==> config.mk <==
export PLATFORM = sky130hd
export DESIGN_NAME = cgi_response_header_scanner_core
export DESIGN_NICKNAME = d
export VERILOG_FILES = /design/src/hdl/cgi_hdr_pkg.sv /design/src/hdl/cgi_response_header_scanner_core.sv /design/src/hdl/cgi_hdr_scan.sv
export VERILOG_INCLUDE_DIRS = /design/src /design/src/hdl
export SDC_FILE = /design/constraint.sdc
export NUM_CORES = 1
export LEC_CHECK = 0
export BUFFER_PORTS_ARGS = -buffer_cell sky130_fd_sc_hd__buf_4
export CAP_MARGIN = 25
export CELL_PAD_IN_SITES_DETAIL_PLACEMENT = 0
export CELL_PAD_IN_SITES_GLOBAL_PLACEMENT = 1
export CORE_ASPECT_RATIO = 0.75
export CORE_MARGIN = 4
export CORE_UTILIZATION = 45
export CTS_CLUSTER_DIAMETER = 60
export DETAILED_ROUTE_END_ITERATION = 10
export GPL_TIMING_DRIVEN = 0
export PLACE_DENSITY_LB_ADDON = 0.1
export RECOVER_POWER = 100
export SLEW_MARGIN = 20
export SYNTH_ARGS = -nofsm -noshare
export SYNTH_HDL_FRONTEND = slang
export SYNTH_SLANG_ARGS = --single-unit
==> constraint.sdc <==
create_clock -name clk -period 11.2 [get_ports clk]
set_input_delay 1.68 -clock clk [delete_from_list [all_inputs] [get_ports clk]]
set_output_delay 1.68 -clock clk [all_outputs]
set_load 0.01 [all_outputs]
==> src/hdl/cgi_response_header_scanner_core_defines.svh <==
// ----------------------------------------------------------------------------
// cgi response header scanner assertion macros
// concurrent check helpers, empty when synthesized
// ----------------------------------------------------------------------------
`ifndef CGI_RESPONSE_HEADER_SCANNER_CORE_DEFINES_SVH
`define CGI_RESPONSE_HEADER_SCANNER_CORE_DEFINES_SVH

`ifndef SYNTHESIS
`define CGI_HDR_ASSERT(lbl, prop) \
    lbl: assert property (@(posedge clk) disable iff (!rst_n) (prop)) \
        else $error("cgi_hdr check failed");
`define CGI_HDR_ASSERT_IMP(lbl, ante, cons) \
    lbl: assert property (@(posedge clk) disable iff (!rst_n) (ante) |-> (cons)) \
        else $error("cgi_hdr check failed");
`else
`define CGI_HDR_ASSERT(lbl, prop)
`define CGI_HDR_ASSERT_IMP(lbl, ante, cons)
`endif

`endif

==> src/hdl/cgi_hdr_pkg.sv <==
// ----------------------------------------------------------------------------
// cgi_hdr_pkg
// shared types, codes and byte constants of the cgi response header scanner
// ----------------------------------------------------------------------------
package cgi_hdr_pkg;

    localparam int POS_BITS_DEF = 16;
    localparam int OUT_POS_W    = 16;
    localparam int CODE_W       = 3;

    localparam int STATUS_NAME_LEN   = 6;
    localparam int LOCATION_NAME_LEN = 8;

    localparam logic [7:0] CH_S     = 8'h53;
    localparam logic [7:0] CH_L     = 8'h4C;
    localparam logic [7:0] CH_CR    = 8'h0D;
    localparam logic [7:0] CH_LF    = 8'h0A;
    localparam logic [7:0] CH_COLON = 8'h3A;
    localparam logic [7:0] CH_SPACE = 8'h20;
    localparam logic [7:0] CH_ONE   = 8'h31;
    localparam logic [7:0] CH_TWO   = 8'h32;
    localparam logic [7:0] CH_THREE = 8'h33;

    localparam logic [CODE_W-1:0] CODE_NONE = 3'd0;
    localparam logic [CODE_W-1:0] CODE_200  = 3'd1;
    localparam logic [CODE_W-1:0] CODE_301  = 3'd2;
    localparam logic [CODE_W-1:0] CODE_302  = 3'd3;
    localparam logic [CODE_W-1:0] CODE_303  = 3'd4;

    typedef enum logic [12:0] {
        ST_START       = 13'b0000000000001,
        ST_CRLF        = 13'b0000000000010,
        ST_CR          = 13'b0000000000100,
        ST_CRLF_CR     = 13'b0000000001000,
        ST_S           = 13'b0000000010000,
        ST_STAT_COLON  = 13'b0000000100000,
        ST_STAT_3XX    = 13'b0000001000000,
        ST_STAT_FOUND  = 13'b0000010000000,
        ST_L           = 13'b0000100000000,
        ST_LOC_COLON   = 13'b0001000000000,
        ST_LOC_VALUE   = 13'b0010000000000,
        ST_OTHER       = 13'b0100000000000,
        ST_DONE        = 13'b1000000000000
    } scan_state_t;

    typedef struct packed {
        logic [7:0] data_byte;
        logic       first_byte;
        logic       last_byte;
    } in_item_t;

    typedef struct packed {
        logic                  location_flag;
        logic                  location_end;
        logic                  body_flag;
        logic                  header_done;
        logic                  parse_fail;
        logic [CODE_W-1:0]     status_code;
        logic                  strip_valid;
        logic [OUT_POS_W-1:0]  strip_begin;
        logic [OUT_POS_W-1:0]  strip_end;
        logic                  result_last;
    } out_item_t;

endpackage

==> src/hdl/cgi_response_header_scanner_core.sv <==
// ----------------------------------------------------------------------------
// cgi_response_header_scanner_core
// Byte-wise scanner of a cgi response header.
// req channel (req_valid/req_ready/req_item) takes one response byte per
// item with first_byte and last_byte marks; rsp channel
// (rsp_valid/rsp_ready/rsp_item) returns exactly one result item per byte,
// in order: location and body flags, header end, parse failure, status code
// and the strip range of the Status line.
// An accepted byte is held in the input register, is scanned by the
// state logic and lands in the result register, which drives rsp_valid.
// One byte per cycle is sustained while rsp_ready stays high; the rate is
// set by the scan logic, which updates its state once for every byte.
// Reset clears the valid bits of both registers and the parse state;
// first_byte also restarts the scan. When rsp_ready is low the result holds,
// the input register still takes one more byte, and req_ready then drops until rsp moves.
// ----------------------------------------------------------------------------
module cgi_response_header_scanner_core
    import cgi_hdr_pkg::*;
#(
    parameter int POS_BITS = POS_BITS_DEF
)
(
    input  logic      clk,
    input  logic      rst_n,
    input  logic      req_valid,
    output logic      req_ready,
    input  in_item_t  req_item,
    output logic      rsp_valid,
    input  logic      rsp_ready,
    output out_item_t rsp_item
);

`include "cgi_response_header_scanner_core_defines.svh"

    logic      in_vld_reg;
    in_item_t  in_item_reg;
    logic      out_vld_reg;
    out_item_t out_item_reg;
    out_item_t scan_result;
    logic      advance;

    assign advance   = in_vld_reg && (!out_vld_reg || rsp_ready);
    assign req_ready = !in_vld_reg || advance;
    assign rsp_valid = out_vld_reg;
    assign rsp_item  = out_item_reg;

    cgi_hdr_scan #(
        .POS_BITS (POS_BITS)
    ) u_scan (
        .clk    (clk),
        .rst_n  (rst_n),
        .step   (advance),
        .item   (in_item_reg),
        .result (scan_result)
    );

    always_ff @(posedge clk or negedge rst_n)
    begin
        if (!rst_n)
        begin
            in_vld_reg  <= 1'b0;
            out_vld_reg <= 1'b0;
        end
        else
        begin
            if (req_ready)
                in_vld_reg <= req_valid;
            if (!out_vld_reg || rsp_ready)
                out_vld_reg <= in_vld_reg;
        end
    end

    always_ff @(posedge clk)
    begin
        if (req_valid && req_ready)
            in_item_reg <= req_item;
        if (advance)
            out_item_reg <= scan_result;
    end

    // result field relations
    `CGI_HDR_ASSERT_IMP(a_done_has_code, rsp_valid && rsp_item.header_done, rsp_item.status_code != CODE_NONE)
    `CGI_HDR_ASSERT_IMP(a_body_not_done, rsp_valid && rsp_item.body_flag, !rsp_item.header_done && !rsp_item.parse_fail)
    `CGI_HDR_ASSERT_IMP(a_strip_after_end, rsp_valid && rsp_item.strip_valid, rsp_item.header_done || rsp_item.body_flag)
    `CGI_HDR_ASSERT_IMP(a_fail_on_last, rsp_valid && rsp_item.parse_fail, rsp_item.result_last)
    // a scanned byte always reaches the result register next cycle
    `CGI_HDR_ASSERT_IMP(a_advance_fills, advance, ##1 out_vld_reg)

endmodule

==> src/hdl/cgi_hdr_scan.sv <==
// ----------------------------------------------------------------------------
// cgi_hdr_scan
// parse state and per-byte next-state logic; state advances on step
// ----------------------------------------------------------------------------
module cgi_hdr_scan
    import cgi_hdr_pkg::*;
#(
    parameter int POS_BITS = POS_BITS_DEF
)
(
    input  logic      clk,
    input  logic      rst_n,
    input  logic      step,
    input  in_item_t  item,
    output out_item_t result
);

    localparam logic [POS_BITS-1:0] STATUS_DIST   = POS_BITS'(STATUS_NAME_LEN);
    localparam logic [POS_BITS-1:0] LOCATION_DIST = POS_BITS'(LOCATION_NAME_LEN);
    localparam logic [POS_BITS-1:0] POS_ONE       = POS_BITS'(1);

    scan_state_t         state_reg, state_next, state_cur;
    logic [CODE_W-1:0]   status_reg, status_next, status_cur;
    logic [POS_BITS-1:0] token_reg, token_next, token_cur;
    logic [7:0]          prior_reg, prior_cur;
    logic [POS_BITS-1:0] pos_reg, pos_cur;
    logic [POS_BITS-1:0] first_reg, first_next, first_cur;
    logic [POS_BITS-1:0] last_reg, last_next, last_cur;
    logic                last_set_reg, last_set_next, last_set_cur;
    logic [POS_BITS-1:0] name_gap;
    logic [7:0]          b;
    logic                loc_flag, loc_end, body, done;
    logic [CODE_W-1:0]   code;
    logic                svalid;

    // first_byte restarts the scan from the reset values
    always_comb
    begin
        if (item.first_byte)
        begin
            state_cur    = ST_START;
            status_cur   = CODE_NONE;
            token_cur    = '0;
            prior_cur    = '0;
            pos_cur      = '0;
            first_cur    = '0;
            last_cur     = '0;
            last_set_cur = 1'b0;
        end
        else
        begin
            state_cur    = state_reg;
            status_cur   = status_reg;
            token_cur    = token_reg;
            prior_cur    = prior_reg;
            pos_cur      = pos_reg;
            first_cur    = first_reg;
            last_cur     = last_reg;
            last_set_cur = last_set_reg;
        end
    end

    assign b        = item.data_byte;
    assign name_gap = pos_cur - token_cur;

    always_comb
    begin
        state_next    = state_cur;
        status_next   = status_cur;
        token_next    = token_cur;
        first_next    = first_cur;
        last_next     = last_cur;
        last_set_next = last_set_cur;
        loc_flag      = 1'b0;
        loc_end       = 1'b0;
        body          = 1'b0;
        done          = 1'b0;
        case (state_cur)
            ST_START, ST_CRLF:
            begin
                if (b == CH_S)
                begin
                    state_next = ST_S;
                    token_next = pos_cur;
                end
                else if (b == CH_L)
                begin
                    state_next = ST_L;
                    token_next = pos_cur;
                end
                else if (b == CH_CR)
                    state_next = (state_cur == ST_CRLF) ? ST_CRLF_CR : ST_CR;
                else
                    state_next = ST_OTHER;
            end
            ST_S:
            begin
                if (b == CH_COLON)
                begin
                    if (name_gap == STATUS_DIST)
                    begin
                        first_next = pos_cur - STATUS_DIST;
                        state_next = ST_STAT_COLON;
                    end
                    else
                        state_next = ST_OTHER;
                end
            end
            ST_STAT_COLON:
            begin
                if (b == CH_TWO)
                begin
                    status_next = CODE_200;
                    state_next  = ST_STAT_FOUND;
                end
                else if (b == CH_THREE)
                    state_next = ST_STAT_3XX;
            end
            ST_STAT_3XX:
            begin
                if (b == CH_SPACE)
                begin
                    if (prior_cur == CH_ONE)
                    begin
                        status_next = CODE_301;
                        state_next  = ST_STAT_FOUND;
                    end
                    else if (prior_cur == CH_TWO)
                    begin
                        status_next = CODE_302;
                        state_next  = ST_STAT_FOUND;
                    end
                    else if (prior_cur == CH_THREE)
                    begin
                        status_next = CODE_303;
                        state_next  = ST_STAT_FOUND;
                    end
                    else
                        state_next = ST_OTHER;
                end
            end
            ST_STAT_FOUND:
            begin
                if (b == CH_CR)
                begin
                    if (!item.last_byte)
                    begin
                        last_next     = pos_cur + POS_ONE;
                        last_set_next = 1'b1;
                    end
                    state_next = ST_CR;
                end
            end
            ST_L:
            begin
                if (b == CH_COLON)
                    state_next = (name_gap == LOCATION_DIST) ? ST_LOC_COLON : ST_OTHER;
            end
            ST_LOC_COLON:
            begin
                if (b != CH_SPACE)
                begin
                    token_next = pos_cur;
                    loc_flag   = 1'b1;
                    state_next = ST_LOC_VALUE;
                end
            end
            ST_LOC_VALUE:
            begin
                if (b == CH_CR)
                begin
                    loc_end    = 1'b1;
                    state_next = ST_CR;
                end
                else
                    loc_flag = 1'b1;
            end
            ST_CR:
            begin
                if (b == CH_LF)
                    state_next = ST_CRLF;
            end
            ST_CRLF_CR:
            begin
                if (b == CH_LF)
                begin
                    done       = 1'b1;
                    state_next = ST_DONE;
                end
            end
            ST_DONE:
                body = 1'b1;
            default:
            begin
                if (b == CH_CR)
                    state_next = ST_CR;
            end
        endcase
    end

    always_comb
    begin
        code   = status_next;
        svalid = 1'b0;
        if (state_next == ST_DONE)
        begin
            if (status_next == CODE_NONE)
                code = CODE_200;
            svalid = (status_next != CODE_NONE) && last_set_next;
        end
    end

    assign result.location_flag = loc_flag;
    assign result.location_end  = loc_end;
    assign result.body_flag     = body;
    assign result.header_done   = done;
    assign result.parse_fail    = item.last_byte && (state_next != ST_DONE);
    assign result.status_code   = code;
    assign result.strip_valid   = svalid;
    assign result.strip_begin   = OUT_POS_W'(first_next);
    assign result.strip_end     = OUT_POS_W'(last_next);
    assign result.result_last   = item.last_byte;

    always_ff @(posedge clk or negedge rst_n)
    begin
        if (!rst_n)
        begin
            state_reg    <= ST_START;
            status_reg   <= CODE_NONE;
            token_reg    <= '0;
            prior_reg    <= '0;
            pos_reg      <= '0;
            first_reg    <= '0;
            last_reg     <= '0;
            last_set_reg <= 1'b0;
        end
        else if (step)
        begin
            state_reg    <= state_next;
            status_reg   <= status_next;
            token_reg    <= token_next;
            prior_reg    <= b;
            pos_reg      <= pos_cur + POS_ONE;
            first_reg    <= first_next;
            last_reg     <= last_next;
            last_set_reg <= last_set_next;
        end
    end

endmodule
==> out/metrics.cfg <==
[place]
place_congestion=0.906
port_buffers=57
dp.cells=1218
dpl.hpwl_um=18600

[cts]
ctsRootBufferMaster=clkbuf_16
path_clk_slew_ps=60
cts_sinks=143
post_cts_buffers=0
cts_made_buffers=17
ctsLongestPathBuffers=2
clkLatencyLatePin_ps=440
cts_tree=done
ctsHoldBuffers=0
cts_resized=0
htree_levels=4

[sta]
rsz0062_at_grt=no
fin_setup_tns_ps=0
setup_viol=0
hold_viol=0
clock.fmax_mhz=115
maxSlewHeadroom_pct=-250
worstMarginPinSlew_ps=5250
period_needed_ps=8660
drv_slew=144
whs_ps=480
skew_ps=12.8
min_period_over_period_pct=77.3

[drt]
num_vias=7342
viasPerCell=5.87
finalWirelength_um=25700
routedWlPerCell_um=20.5
drt_iter0_drc=659
drc_errors=0
firstDrtPassIters=7
postRouteAntennaNets=0

[synthesis]
synth_common_cells=158 x nand2_1, 90 x dfrtp_1, 72 x o21ai_0
ys.flop_type=dfrtp_1
yosysWarningCount=0
ys_ff_latch=143
ys_seq_area_share_pct=46.8
ys_types=74
synth_area_leaders=dfrtp_1 27%, edfxtp_1 19%, nand2_1 7.2%, o21ai_0 4.4%, a21oi_1 3.5%
synth_fp_nets=943
netlist_area_sq_um=8210
synthCells=919
synth_top_cell_area_share_pct=27.4
yosysMostFrequentCell=nand2_1
synth-edff-count=52
ys_async_sr_fraction_pct=63.6
yosysTopAreaCell=dfrtp_1
syn_area_per_cell_sq_um=8.93

[grt]
grt_start_max_net_pins=92
track_usage_pct=25.4
grt_pass1_wl_um=40100
grt_remaining_overflow=0
antenna_found_initial=0
grt_pass1_vias=6765

[die]
ioPinCount=58
die_x_um=164
die_y_um=125
rows=42
core_area_sq_um=17800
start_util_pct=46.2
fp.dieArea_sq_um=20500

[min_path]
hp-class=flop to flop
whs_endpoint=u_scan.last_reg[8]
whs_path_depth=2
hp-start=u_scan.last_reg[8]

[layout]
multiInputGateArea_sq_um=4060
largest_register_ffs=42
seqCellArea_sq_um=3840
drive_gt1_share_pct=5.75
n_fill_cell=1703
areaGrowthSynthToFinish_pct=13.7
fin_nets=1020
final_cell_count_no_fill=1251
num_antenna_cells=0

[critical_path]
critical_path.max_stage_delay_ps=720
end_kind=flop
worstPathCellList=clkbuf_1 > clkbuf_1 > clkbuf_1 > clkbuf_1 > clkbuf_1 > clkbuf_1 > clkbuf_1 > nor2b_1 > fa_1 > clkbuf_1 > or2_2 > a31oi_1 > nor2_1 > xor2_1 > or4_1 > or4_1 > nor4_1 > nand4bb_1 > or4_1 > o211ai_1
crit_fanout=10
slowest_stage=clkbuf_1
cp.required_ps=11560
reg2reg_to=u_scan.first_reg[1]
critPathArrivalTime_ps=9020
r2r_cells=20
regToRegSetupSlack_ps=2540
crit_top_cell=clkbuf_1
cp-start-kind=flop
worstReg2RegStart=in_item_reg[1]
worstSetupPathType=flop to flop

[run_status]
violations=capacitance limit, slew limit
status=finished with violations

[power_and_ir_drop]
leakagePower_nw=3.71
ir_drop_uv=114
cellPowerDensity_nw_per_um2=192

[run]
max_cap_viol_count=2

-- metal layers --
metal | track usage, % | vias up | wire length [um]
met4 | 5.37 | 0 | 288
met2 | 33.1 | 299 | 10100
met3 | 6.84 | 22 | 2280
met1 | 41.6 | 3530 | 13000
li1 | - | 3491 | -
met5 | 0 | - | 0
-- worst max-delay path: cells and delay by family, from the launching register on --
family	cells	cell delay [ps]
AO/OA/AOI/OAI	2	310
XOR/XNOR	1	160
adder cells (fa/ha/maj)	1	390
buffers and inverters	8	4150
flip-flops	1	500
AND/OR/NAND/NOR	8	3060
-- report_power, final --
group | total, mW | internal [mW] | switching, mW
logic | 0.596 | 0.209 | 0.387
registers | 0.645 | 0.602 | 0.0433
clock network | 0.552 | 0.299 | 0.253
total | 1.79 | 1.11 | 0.683
-- cell families after synthesis --
family | synth area share [%]
and+or+nand+nor | 23.2
AOI/OAI and AO/OA | 19.4
adders and majority gates | 1.86
DFF | 46.8
buffers and inverters | 3.77
xor gates and xnor gates | 3.95
muxes | 1.13
-- stage by stage --
stage | total power, mW | utilization (%) | instance area (sq um) | setup slack, ps
after floorplan | 1.06 | - | 8210 | 5700
after global placement | 1.25 | 50.3 | 8940 | 3100
after detailed placement | 1.25 | 50.4 | 8950 | 3130
after CTS | 1.80 | 53.6 | 9510 | 3080
after global routing | 1.89 | 52.5 | 9330 | 2330
final | 1.79 | 52.5 | 9330 | 2540
-- worst max-delay path by stage --
stage / startpoint / end / slack (ps) / depth (start not counted)
final: in_item_reg[1] / u_scan.first_reg[1] / 2540 / 20
after global placement: in_item_reg[1] / rsp_item[21] / 3100 / 21
after CTS: in_item_reg[1] / rsp_item[21] / 3080 / 21
after global routing: in_item_reg[1] / u_scan.first_reg[1] / 2330 / 20
after detailed placement: in_item_reg[1] / rsp_item[21] / 3130 / 23
after floorplan: in_item_reg[1] / u_scan.first_reg[1] / 5700 / 20
-- area by class of cell --
| class | instances | share of cell area, % |
|---|---|---|
| plain buffers | 62 | 2.53 |
| clock buffers | 19 | 4.75 |
| clock inverters | 13 | 1.30 |
| inverters | 17 | 0.684 |
| multi-input cells | 697 | 43.5 |
| flip-flops and latches | 143 | 41.2 |
| well taps | 242 | 3.25 |
| repair buffers | 58 | 2.82 |
-- cells in the final DEF (no fill, tap or decap), drive strengths merged, types with 8 or more instances in the layout --
| cell type | netlist | final |
|---|---|---|
| o21ai | 74 | 74 |
| nor4 | 11 | 11 |
| o31ai | 13 | 13 |
| and3 | 13 | 13 |
| edfxtp | 52 | 52 |
| nor3 | 25 | 25 |
| nor2b | 22 | 22 |
| a21oi | 57 | 57 |
| dfrtp | 90 | 90 |
| a21o | 12 | 12 |
| nand2b | 17 | 17 |
| a22oi | 19 | 19 |
| inv | 16 | 24 |
| clkbuf | 50 | 132 |
| nand2 | 158 | 158 |
| xor2 | 13 | 13 |
| o211ai | 8 | 8 |
| ha | 9 | 9 |
| nand3 | 37 | 37 |
| xnor2 | 24 | 24 |
| nor2 | 58 | 58 |
No activity file was read; power rests on OpenSTA's default activity.
